[src/controller_packet_responder_core_macros.svh]
// Assertion macros for the responder RTL; cpr_back uses them.
// Depends on nothing; files that assert include it by name.
`ifndef CONTROLLER_PACKET_RESPONDER_CORE_MACROS_SVH
`define CONTROLLER_PACKET_RESPONDER_CORE_MACROS_SVH

// Clocked assertion, disabled while in reset.
`define CPR_ASSERT(lbl, prop, msg) \
  lbl: assert property (@(posedge clk_i) disable iff (!rst_ni) (prop)) else $error(msg);

// Clocked check that a condition never occurs outside reset.
`define CPR_ASSERT_NEVER(lbl, cond, msg) \
  lbl: assert property (@(posedge clk_i) disable iff (!rst_ni) !(cond)) else $error(msg);

`endif

[src/cpr_pkg.sv]
// Types, constants and the device-info table for the packet responder.
// Used by every module of the block.
package cpr_pkg;

  localparam logic [5:0]  DevAddrReset  = 6'd32;
  localparam logic [31:0] ButtonsReset  = 32'h000F06FE;
  localparam logic [10:0] CountMax      = 11'd2047;
  localparam logic [7:0]  PortBits      = 8'hC0;
  localparam logic [7:0]  PeriphBits    = 8'h3F;
  localparam logic [7:0]  AxisCentre    = 8'd128;
  localparam logic [31:0] FuncStatus    = 32'd1;
  localparam logic [31:0] FuncRumble    = 32'd256;
  localparam logic [31:0] FuncWord      = 32'h01000000;

  localparam logic [7:0] CmdDevReq  = 8'd1;
  localparam logic [7:0] CmdReset   = 8'd3;
  localparam logic [7:0] CmdGetCond = 8'd9;
  localparam logic [7:0] CmdSetCond = 8'd14;
  localparam logic [7:0] CmdInfo    = 8'd5;
  localparam logic [7:0] CmdAck     = 8'd7;
  localparam logic [7:0] CmdStatus  = 8'd8;

  localparam logic [0:0] RegDevAddr = 1'b0;
  localparam logic [0:0] RegButtons = 1'b1;

  typedef enum logic [1:0] {
    KIND_ACK,
    KIND_INFO,
    KIND_STATUS
  } reply_kind_e;

  typedef struct packed {
    logic        opcode;
    logic [7:0]  bus_byte;
    logic        last_byte;
    logic [15:0] buttons;
    logic [7:0]  right_trigger;
    logic [7:0]  left_trigger;
    logic [7:0]  stick_x;
    logic [7:0]  stick_y;
    logic [7:0]  stick2_x;
    logic [7:0]  stick2_y;
  } in_item_t;

  typedef struct packed {
    logic [31:0] tx_word;
    logic        last_word;
    logic [7:0]  rumble_power;
  } out_item_t;

  // One reply as handed from the front to the back.
  typedef struct packed {
    reply_kind_e kind;
    logic [31:0] head;
    logic [31:0] stat_a;
    logic [31:0] stat_b;
    logic [7:0]  rumble;
  } reply_t;

  function automatic logic [31:0] swap32(logic [31:0] v);
    return {v[7:0], v[15:8], v[23:16], v[31:24]};
  endfunction

  function automatic logic [31:0] info_word(logic [4:0] k);
    logic [31:0] w;
    unique case (k)
      5'd0:  w = 32'h724400FF;
      5'd1:  w = 32'h636D6165;
      5'd2:  w = 32'h20747361;
      5'd3:  w = 32'h746E6F43;
      5'd4:  w = 32'h6C6C6F72;
      5'd5:  w = 32'h20207265;
      5'd6:  w = 32'h20202020;
      5'd7:  w = 32'h20202020;
      5'd8:  w = 32'h646F7250;
      5'd9:  w = 32'h64656375;
      5'd10: w = 32'h20794220;
      5'd11: w = 32'h5520726F;
      5'd12: w = 32'h7265646E;
      5'd13: w = 32'h63694C20;
      5'd14: w = 32'h65736E65;
      5'd15: w = 32'h6F724620;
      5'd16: w = 32'h4553206D;
      5'd17: w = 32'h45204147;
      5'd18: w = 32'h5245544E;
      5'd19: w = 32'h53495250;
      5'd20: w = 32'h4C2C5345;
      5'd21: w = 32'h202E4454;
      5'd22: w = 32'h20202020;
      5'd23: w = 32'h01F401AE;
      default: w = 32'h0;
    endcase
    return w;
  endfunction

endpackage

[src/controller_packet_responder_core.sv]
// Packet responder: one input item per cycle while the reply queue has room.
// A valid packet end writes its reply into the queue; the back sequencer loads it
// and registers one word per cycle as results are popped: 3, 6 or 31 words.
// Reset clears counters, queue and output valid; controller state to released and
// centered; config to address 32 and the default button mask.
module controller_packet_responder_core import cpr_pkg::*; (
  input  logic        clk_i,
  input  logic        rst_ni,
  input  logic        push,
  output logic        full,
  input  in_item_t    in_i,
  output logic        empty,
  input  logic        pop,
  output out_item_t   out_o,
  input  logic        cfg_valid,
  output logic        cfg_ready,
  input  logic [0:0]  cfg_index_i,
  input  logic [31:0] cfg_data_i
);

  logic [5:0]  dev_addr_q;
  logic [31:0] buttons_q;
  logic        accept, f_push, q_empty, q_pop;
  reply_t      f_rep, q_rep;

  assign cfg_ready = 1'b1;
  assign accept    = push && !full;

  always_ff @(posedge clk_i or negedge rst_ni) begin
    if (!rst_ni) begin
      dev_addr_q <= DevAddrReset;
      buttons_q  <= ButtonsReset;
    end else if (cfg_valid) begin
      unique case (cfg_index_i)
        RegDevAddr: dev_addr_q <= cfg_data_i[5:0];
        RegButtons: buttons_q  <= cfg_data_i;
        default:    dev_addr_q <= dev_addr_q;
      endcase
    end
  end

  cpr_front u_front (
    .clk_i, .rst_ni,
    .accept_i(accept), .item_i(in_i), .dev_addr_i(dev_addr_q),
    .push_o(f_push), .reply_o(f_rep)
  );

  cpr_queue u_queue (
    .clk_i, .rst_ni,
    .push_i(f_push), .data_i(f_rep), .full_o(full),
    .pop_i(q_pop), .empty_o(q_empty), .data_o(q_rep)
  );

  cpr_back u_back (
    .clk_i, .rst_ni,
    .q_empty_i(q_empty), .q_data_i(q_rep), .q_pop_o(q_pop),
    .buttons_sup_i(buttons_q),
    .pop_i(pop), .empty_o(empty), .out_o(out_o)
  );

endmodule

[src/cpr_front.sv]
// Front end: byte reception, packet checks and reply classification.
// Depends on cpr_pkg.
module cpr_front import cpr_pkg::*; (
  input  logic       clk_i,
  input  logic       rst_ni,
  input  logic       accept_i,
  input  in_item_t   item_i,
  input  logic [5:0] dev_addr_i,
  output logic       push_o,
  output reply_t     reply_o
);

  logic [10:0] cnt_q, cnt_d, size;
  logic [7:0]  xor_q, xor_d;
  logic [7:0]  hdr_q [4];
  logic [31:0] func_q;
  logic [7:0]  cond_q;
  logic [15:0] btn_q;
  logic [7:0]  axes_q [6];
  logic [7:0]  rumble_q, rumble_d;
  logic [31:0] head_port;
  logic [7:0]  port, org;
  logic        pkt_ok, is_byte, pkt_end;

  assign is_byte = accept_i && !item_i.opcode;
  assign pkt_end = is_byte && item_i.last_byte;
  assign xor_d   = xor_q ^ item_i.bus_byte;
  assign size    = (cnt_q == CountMax) ? cnt_q : cnt_q + 11'd1;
  assign cnt_d   = pkt_end ? 11'd0 : size;

  assign port = hdr_q[1] & PortBits;
  assign org  = {2'b00, dev_addr_i} | port;
  assign head_port = {8'h00, org, port, 8'h00};

  assign pkt_ok = (xor_d == 8'h00) && (size[1:0] == 2'b01)
               && ((size - 11'd1) == (({3'b000, hdr_q[0]} + 11'd1) << 2))
               && ((hdr_q[2] & PeriphBits) == {2'b00, dev_addr_i});

  always_comb begin
    push_o   = 1'b0;
    rumble_d = rumble_q;
    reply_o.kind   = KIND_ACK;
    reply_o.head   = head_port | {24'h0, CmdAck};
    reply_o.stat_a = {axes_q[1], axes_q[0], btn_q};
    reply_o.stat_b = {axes_q[5], axes_q[4], axes_q[3], axes_q[2]};
    if (pkt_end && pkt_ok) begin
      unique case (hdr_q[3])
        CmdReset: push_o = 1'b1;
        CmdDevReq: begin
          push_o       = 1'b1;
          reply_o.kind = KIND_INFO;
          reply_o.head = head_port | {8'd28, 16'h0, CmdInfo};
        end
        CmdGetCond: begin
          push_o       = (hdr_q[0] != 8'd0) && (func_q == FuncStatus);
          reply_o.kind = KIND_STATUS;
          reply_o.head = head_port | {8'd3, 16'h0, CmdStatus};
        end
        CmdSetCond: begin
          push_o = 1'b1;
          if (hdr_q[0] >= 8'd2 && func_q == FuncRumble) begin
            rumble_d = cond_q;
          end
        end
        default: push_o = 1'b0;
      endcase
    end
    reply_o.rumble = rumble_d;
  end

  always_ff @(posedge clk_i or negedge rst_ni) begin
    if (!rst_ni) begin
      cnt_q    <= 11'd0;
      xor_q    <= 8'd0;
      btn_q    <= 16'hFFFF;
      axes_q   <= '{8'd0, 8'd0, AxisCentre, AxisCentre, AxisCentre, AxisCentre};
      rumble_q <= 8'd0;
    end else begin
      rumble_q <= rumble_d;
      if (is_byte) begin
        cnt_q <= cnt_d;
        xor_q <= pkt_end ? 8'd0 : xor_d;
      end
      if (accept_i && item_i.opcode) begin
        btn_q  <= item_i.buttons;
        axes_q <= '{item_i.right_trigger, item_i.left_trigger, item_i.stick_x,
                    item_i.stick_y, item_i.stick2_x, item_i.stick2_y};
      end
    end
  end

  // Header, function word and condition byte capture.
  always_ff @(posedge clk_i) begin
    if (is_byte) begin
      if (cnt_q < 11'd4) begin
        hdr_q[cnt_q[1:0]] <= item_i.bus_byte;
      end else if (cnt_q < 11'd8) begin
        func_q[{cnt_q[1:0], 3'b000} +: 8] <= item_i.bus_byte;
      end else if (cnt_q == 11'd10) begin
        cond_q <= item_i.bus_byte;
      end
    end
  end

endmodule

[src/cpr_queue.sv]
// Two-entry reply queue between front and back.
// Depends on cpr_pkg.
module cpr_queue import cpr_pkg::*; (
  input  logic   clk_i,
  input  logic   rst_ni,
  input  logic   push_i,
  input  reply_t data_i,
  output logic   full_o,
  input  logic   pop_i,
  output logic   empty_o,
  output reply_t data_o
);

  reply_t      mem_q [2];
  logic        wr_q, rd_q;
  logic [1:0]  cnt_q;

  assign full_o  = cnt_q[1];
  assign empty_o = (cnt_q == 2'd0);
  assign data_o  = mem_q[rd_q];

  always_ff @(posedge clk_i or negedge rst_ni) begin
    if (!rst_ni) begin
      wr_q  <= 1'b0;
      rd_q  <= 1'b0;
      cnt_q <= 2'd0;
    end else begin
      if (push_i) wr_q <= ~wr_q;
      if (pop_i)  rd_q <= ~rd_q;
      cnt_q <= cnt_q + {1'b0, push_i} - {1'b0, pop_i};
    end
  end

  always_ff @(posedge clk_i) begin
    if (push_i) mem_q[wr_q] <= data_i;
  end

endmodule

[src/cpr_back.sv]
// Back end: walks one reply word per cycle into the output register while it is free or popped.
// Depends on cpr_pkg and the assertion macros.
`include "controller_packet_responder_core_macros.svh"
module cpr_back import cpr_pkg::*; (
  input  logic        clk_i,
  input  logic        rst_ni,
  input  logic        q_empty_i,
  input  reply_t      q_data_i,
  output logic        q_pop_o,
  input  logic [31:0] buttons_sup_i,
  input  logic        pop_i,
  output logic        empty_o,
  output out_item_t   out_o
);

  logic        busy_q, oval_q;
  reply_t      rep_q;
  logic [4:0]  idx_q, last_idx;
  logic [31:0] x_q, fold, word;
  logic        advance, is_last;
  out_item_t   out_q;

  assign q_pop_o = !busy_q && !q_empty_i;
  assign advance = busy_q && (!oval_q || pop_i);
  assign empty_o = !oval_q;
  assign out_o   = out_q;

  always_comb begin
    unique case (rep_q.kind)
      KIND_INFO:   last_idx = 5'd30;
      KIND_STATUS: last_idx = 5'd5;
      default:     last_idx = 5'd2;
    endcase
  end

  assign is_last = (idx_q == last_idx);
  assign fold    = (x_q ^ (x_q << 16)) ^ ((x_q ^ (x_q << 16)) << 8);

  always_comb begin
    word = 32'h0;
    if (is_last) begin
      word = fold;
    end else if (idx_q == 5'd0) begin
      unique case (rep_q.kind)
        KIND_INFO:   word = 32'd467;
        KIND_STATUS: word = 32'd67;
        default:     word = 32'd19;
      endcase
    end else if (idx_q == 5'd1) begin
      word = rep_q.head;
    end else if (idx_q == 5'd2) begin
      word = FuncWord;
    end else if (rep_q.kind == KIND_STATUS) begin
      word = (idx_q == 5'd3) ? rep_q.stat_a : rep_q.stat_b;
    end else if (idx_q == 5'd3) begin
      word = swap32(buttons_sup_i);
    end else if (idx_q >= 5'd6) begin
      word = info_word(idx_q - 5'd6);
    end
  end

  always_ff @(posedge clk_i or negedge rst_ni) begin
    if (!rst_ni) begin
      busy_q <= 1'b0;
      oval_q <= 1'b0;
      idx_q  <= 5'd0;
    end else begin
      if (q_pop_o) begin
        busy_q <= 1'b1;
        idx_q  <= 5'd0;
      end else if (advance) begin
        idx_q <= idx_q + 5'd1;
        if (is_last) busy_q <= 1'b0;
      end
      if (advance)    oval_q <= 1'b1;
      else if (pop_i) oval_q <= 1'b0;
    end
  end

  always_ff @(posedge clk_i) begin
    if (q_pop_o) begin
      rep_q <= q_data_i;
      x_q   <= 32'h0;
    end else if (advance) begin
      if (idx_q != 5'd0) x_q <= x_q ^ word;
    end
    if (advance) begin
      out_q <= '{tx_word: word, last_word: is_last, rumble_power: rep_q.rumble};
    end
  end

  `CPR_ASSERT(a_last_ends, advance && is_last |=> !busy_q, "reply did not end on last word")
  `CPR_ASSERT(a_idx_bound, busy_q |-> idx_q <= last_idx, "word index past end of reply")
  `CPR_ASSERT_NEVER(a_no_load_busy, q_pop_o && (busy_q || advance), "reply loaded while busy")
  `CPR_ASSERT(a_hold_out, !empty_o && !pop_i |=> !empty_o && $stable(out_o), "result not held")

endmodule

[config.mk]
export PLATFORM = sky130hd
export DESIGN_NAME = controller_packet_responder_core
export DESIGN_NICKNAME = d
export VERILOG_FILES = /design/src/cpr_pkg.sv /design/src/controller_packet_responder_core.sv /design/src/cpr_front.sv /design/src/cpr_queue.sv /design/src/cpr_back.sv
export VERILOG_INCLUDE_DIRS = /design/src /design/src/src
export SDC_FILE = /design/constraint.sdc
export NUM_CORES = 1
export LEC_CHECK = 0
export BUFFER_PORTS_ARGS = -buffer_cell sky130_fd_sc_hd__buf_2
export CORE_UTILIZATION = 50
export DETAILED_ROUTE_END_ITERATION = 8
export PLACE_DENSITY_LB_ADDON = 0.2
export SYNTH_ARGS = -nofsm -noshare
export SYNTH_HDL_FRONTEND = slang
export SYNTH_HIERARCHICAL = 1
export SYNTH_SLANG_ARGS = --single-unit
[constraint.sdc]
create_clock -name clk_i -period 14.4 [get_ports clk_i]
set_input_delay 2.16 -clock clk_i [delete_from_list [all_inputs] [get_ports clk_i]]
set_output_delay 2.16 -clock clk_i [all_outputs]
set_load 0.03 [all_outputs]
==> results.py <==
metrics = {
    "run_status": {
        "status": "finished with violations",
        "failed_checks": "DRC",
    },
    "floorplanning": {
        "core_area_mm2": 0.0528,
        "fp.dieW_um": 233,
        "die_y_um": 233,
        "initial_utilization_pct": 50.8,
        "num_rows": 84,
        "dieArea_mm2": 0.0545,
        "ios": 156,
    },
    "min_path": {
        "min_path_cells": 0,
        "hold_path.class": "reg -> reg",
        "holdCritStartpoint": "u_back/rep_q[2]",
        "hold_path_end": "u_back/out_o[2]",
    },
    "synthesis": {
        "ys.flop_type": "edfxtp_1",
        "ys_seq_area_share_pct": 63.1,
        "synth_compound_area_share_pct": 8.47,
        "synth.top_cell.area_share_pct": 47.4,
        "avgSynthCellArea_um2": 13.7,
        "synth_edf_count": 423,
        "synth_adder_area_share_pct": 1.31,
        "async_reset_ff_share_pct": 23.5,
        "synth.distinct_cells": 98,
        "synthCells": 1959,
        "ys_top_cells_by_count": "edfxtp_1 (423), nand2_1 (165), mux2_2 (158)",
        "synth_top_family_by_area": "multiplexers",
        "synthesis.area_mm2": 0.0268,
        "yosysMostFrequentCell": "edfxtp_1",
        "synthTopCellsByArea": "edfxtp_1 (47%), dfrtp_1 (9.9%), mux2_2 (6.6%)",
        "synthSimpleGateAreaFrac_pct": 10.0,
        "synth_mux_area_share_pct": 11.3,
        "yosys_warnings": 6,
        "synth-xor-area-share_pct": 2.24,
        "synth.ff_latch_count": 595,
        "synth_area_leader_cell": "edfxtp_1",
    },
    "clocking": {
        "hold_buffers": 0,
        "cts_root_buf": "clkbuf_16",
        "cts_resized": 0,
        "cts_max_path_buffers": 3,
        "htreeDepth": 2,
        "numCtsBuffers": 61,
        "post_cts_buffers": 0,
        "numClockSinks": 595,
        "worstSkewPairLatency_ps": 640,
        "cts_tree": "done",
        "clk_pin_slew_ps": 60,
    },
    "place": {
        "numPortBuffers": 154,
        "dp.cells": 2688,
        "dp_hpwl_mm": 41.1,
        "pre_cts_ws_ps": 7350,
        "place.gp.congestion": 0.939,
    },
    "timing": {
        "timing.fmax_mhz": 155,
        "period_minus_slack_ps": 6450,
        "fin_crit_sh_pct": 44.8,
        "relSlewSlack_pct": 26.0,
        "worst_pin_slew_ps": 1110,
        "layout_setup_ws_ps": 7950,
        "setup_viol": 0,
        "finalHoldViolations": 0,
        "setup_tns_ps": 0,
        "clock_skew_ps": 38.6,
        "grt_setup_unrepaired": "no",
        "drv_slew": 0,
    },
    "power_and_ir_drop": {
        "leakage_nw": 11.1,
        "irDropWorstVdd_mv": 0.111,
        "power.density_mw_per_mm2": 208,
    },
    "drt": {
        "routed_wl_mm": 61.4,
        "ant_nets": 0,
        "post_drt_wl_per_cell_um": 21.9,
        "vias": 16177,
        "drc": 18,
        "via_per_inst": 5.77,
        "drt-initial-drc-count": 1201,
        "drt-pass1-iter-count": 7,
    },
    "finish": {
        "nets": 2203,
        "seqCellArea_mm2": 0.0169,
        "fillers": 4265,
        "final_layout_size_suffix_gt1_share_pct": 26.7,
        "area_growth_pct": 11.8,
        "antenna_cells": 0,
        "instances_no_fill": 2804,
        "multiInputGateArea_mm2": 0.00902,
    },
    "global_routing": {
        "grt_pass1_vias": 15685,
        "grt_max_degree": 80,
        "grt_overflow": 0,
        "grt_usage_pct": 22.6,
        "grt_pass1_wl_mm": 93.1,
        "antenna_found_initial": 1,
    },
    "setup_path": {
        "r2r_start": "u_front/cnt_q[0]",
        "critPathSlowestCell": "buf_4",
        "critPathRequiredTime_ps": 14640,
        "crit_fanout": 79,
        "start_kind": "input pin",
        "path_cells": "buf_2, xor2_1, or4_1, nor3_1, nand4_1, or4_1, nor2_1, nor4b_1, nor2b_4, buf_4",
        "r2r-end": "u_queue/mem_q[0][13]",
        "endpoint_kind": "flip-flop",
        "cp.arrival_ps": 6700,
        "worst-r2r-setup-slack_ps": 8600,
        "crit_top_cell": "or4_1",
        "rr_worst_depth": 10,
        "cpPeakStageDelay_ps": 920,
        "worst-setup-path-type": "in -> reg",
    },
    "flow_run": {
        "drv_cap": 0,
    },
}
==> final cells by class <==
cell class / count / area share [%]
Multi-Input combinational cell: 1202 / 30.1
Clock inverter: 31 / 1.18
Timing Repair Buffer: 180 / 3.25
Inverter: 23 / 0.297
Tap cell: 688 / 2.88
Sequential cell: 595 / 56.4
Clock buffer: 85 / 5.81
==> metrics by stage <==
step / hold WS [ps] / total power (W) / cell area, um2 / utilization, %
after global placement: 407 / 0.00458 / 27800 / 52.8
after detailed placement: 405 / 0.00462 / 27800 / 52.8
after CTS: 420 / 0.00624 / 29900 / 56.7
after global routing: 433 / 0.00653 / 29900 / 56.7
final: 419 / 0.00622 / 29900 / 56.7
after floorplan: 400 / 0.00402 / 26800 / -
==> cells by family (layout without fill, tap and decap cells) <==
kind of cell	count (synthesis)	in the layout
flip-flops	595	595
AND/OR/NAND/NOR	509	509
AO/OA/AOI/OAI	335	335
multiplexers	250	250
buffers and inverters	174	319
XOR/XNOR	66	66
adder cells (fa/ha/maj)	28	28
other	2	14
==> where the power goes <==
part	leakage [nW]	switching [W]	internal, W
logic	4.38	0.00128	0.000842
clock network	1.02	0.000661	0.000941
registers	5.68	0.000261	0.00223
total	11.1	0.00221	0.00401
==> flip-flops by register name, indices dropped and copies added (netlist names), 8 cells and up <==
signal and cells:
u_front/btn_q 16, u_front/xor_q 8, u_front/reply_o 48, u_back/out_o 41
buttons_q 32, u_front/cond_q 8, u_back/x_q 32, u_front/rumble_q 8
u_front/hdr_q 24, u_front/func_q 32, u_back/rep_q 106, u_queue/mem_q 212
u_front/cnt_q 11
==> how the worst max path moves through the flow <==
stage / start / slack [ps] / cells past startpoint / endpoint
finish: in_i[72] / 7950 / 10 / u_queue/mem_q[0][13]
global route: in_i[72] / 7640 / 10 / u_queue/mem_q[0][44]
detailed placement: in_i[72] / 7350 / 10 / u_queue/mem_q[0][18]
CTS: in_i[72] / 8000 / 10 / u_queue/mem_q[0][18]
global placement: in_i[72] / 7390 / 10 / u_queue/mem_q[0][19]
floorplan: in_i[69] / 4930 / 8 / u_queue/mem_q[0][0]
==> worst max-delay path, delay by kind of cell <==
kind	cells	cell delay (ps)
and+or+nand+nor	7	3140
xor gates and xnor gates	1	170
buffers and inverters	2	1090
==> cell usage in the layout (no fill, tap or decap), drive strengths merged, types with 26 or more instances in the layout <==
| cell type | Yosys | final |
|---|---|---|
| inv | 21 | 27 |
| a31oi | 32 | 32 |
| mux2i | 26 | 26 |
| nand3 | 43 | 43 |
| nand2 | 166 | 166 |
| and2 | 51 | 51 |
| clkbuf | 52 | 85 |
| edfxtp | 423 | 423 |
| xor2 | 35 | 35 |
| buf | 99 | 180 |
| mux2 | 224 | 224 |
| ha | 28 | 28 |
| dfxtp | 32 | 32 |
| nor2 | 64 | 64 |
| xnor2 | 30 | 30 |
| dfstp | 34 | 34 |
| o21ai | 64 | 64 |
| dfrtp | 106 | 106 |
| a21oi | 77 | 77 |
| nor2b | 27 | 27 |
| nor3 | 29 | 29 |
==> per-layer routing <==
layer	up-vias	part of all wire (%)	global-route usage, %
met5	-	0	0
met4	0	3.8	9.44
met3	116	5.6	3.76
met2	506	45	34.3
met1	8025	46	32.3
li1	7530	-	-
(Power assumes the default switching activity.)
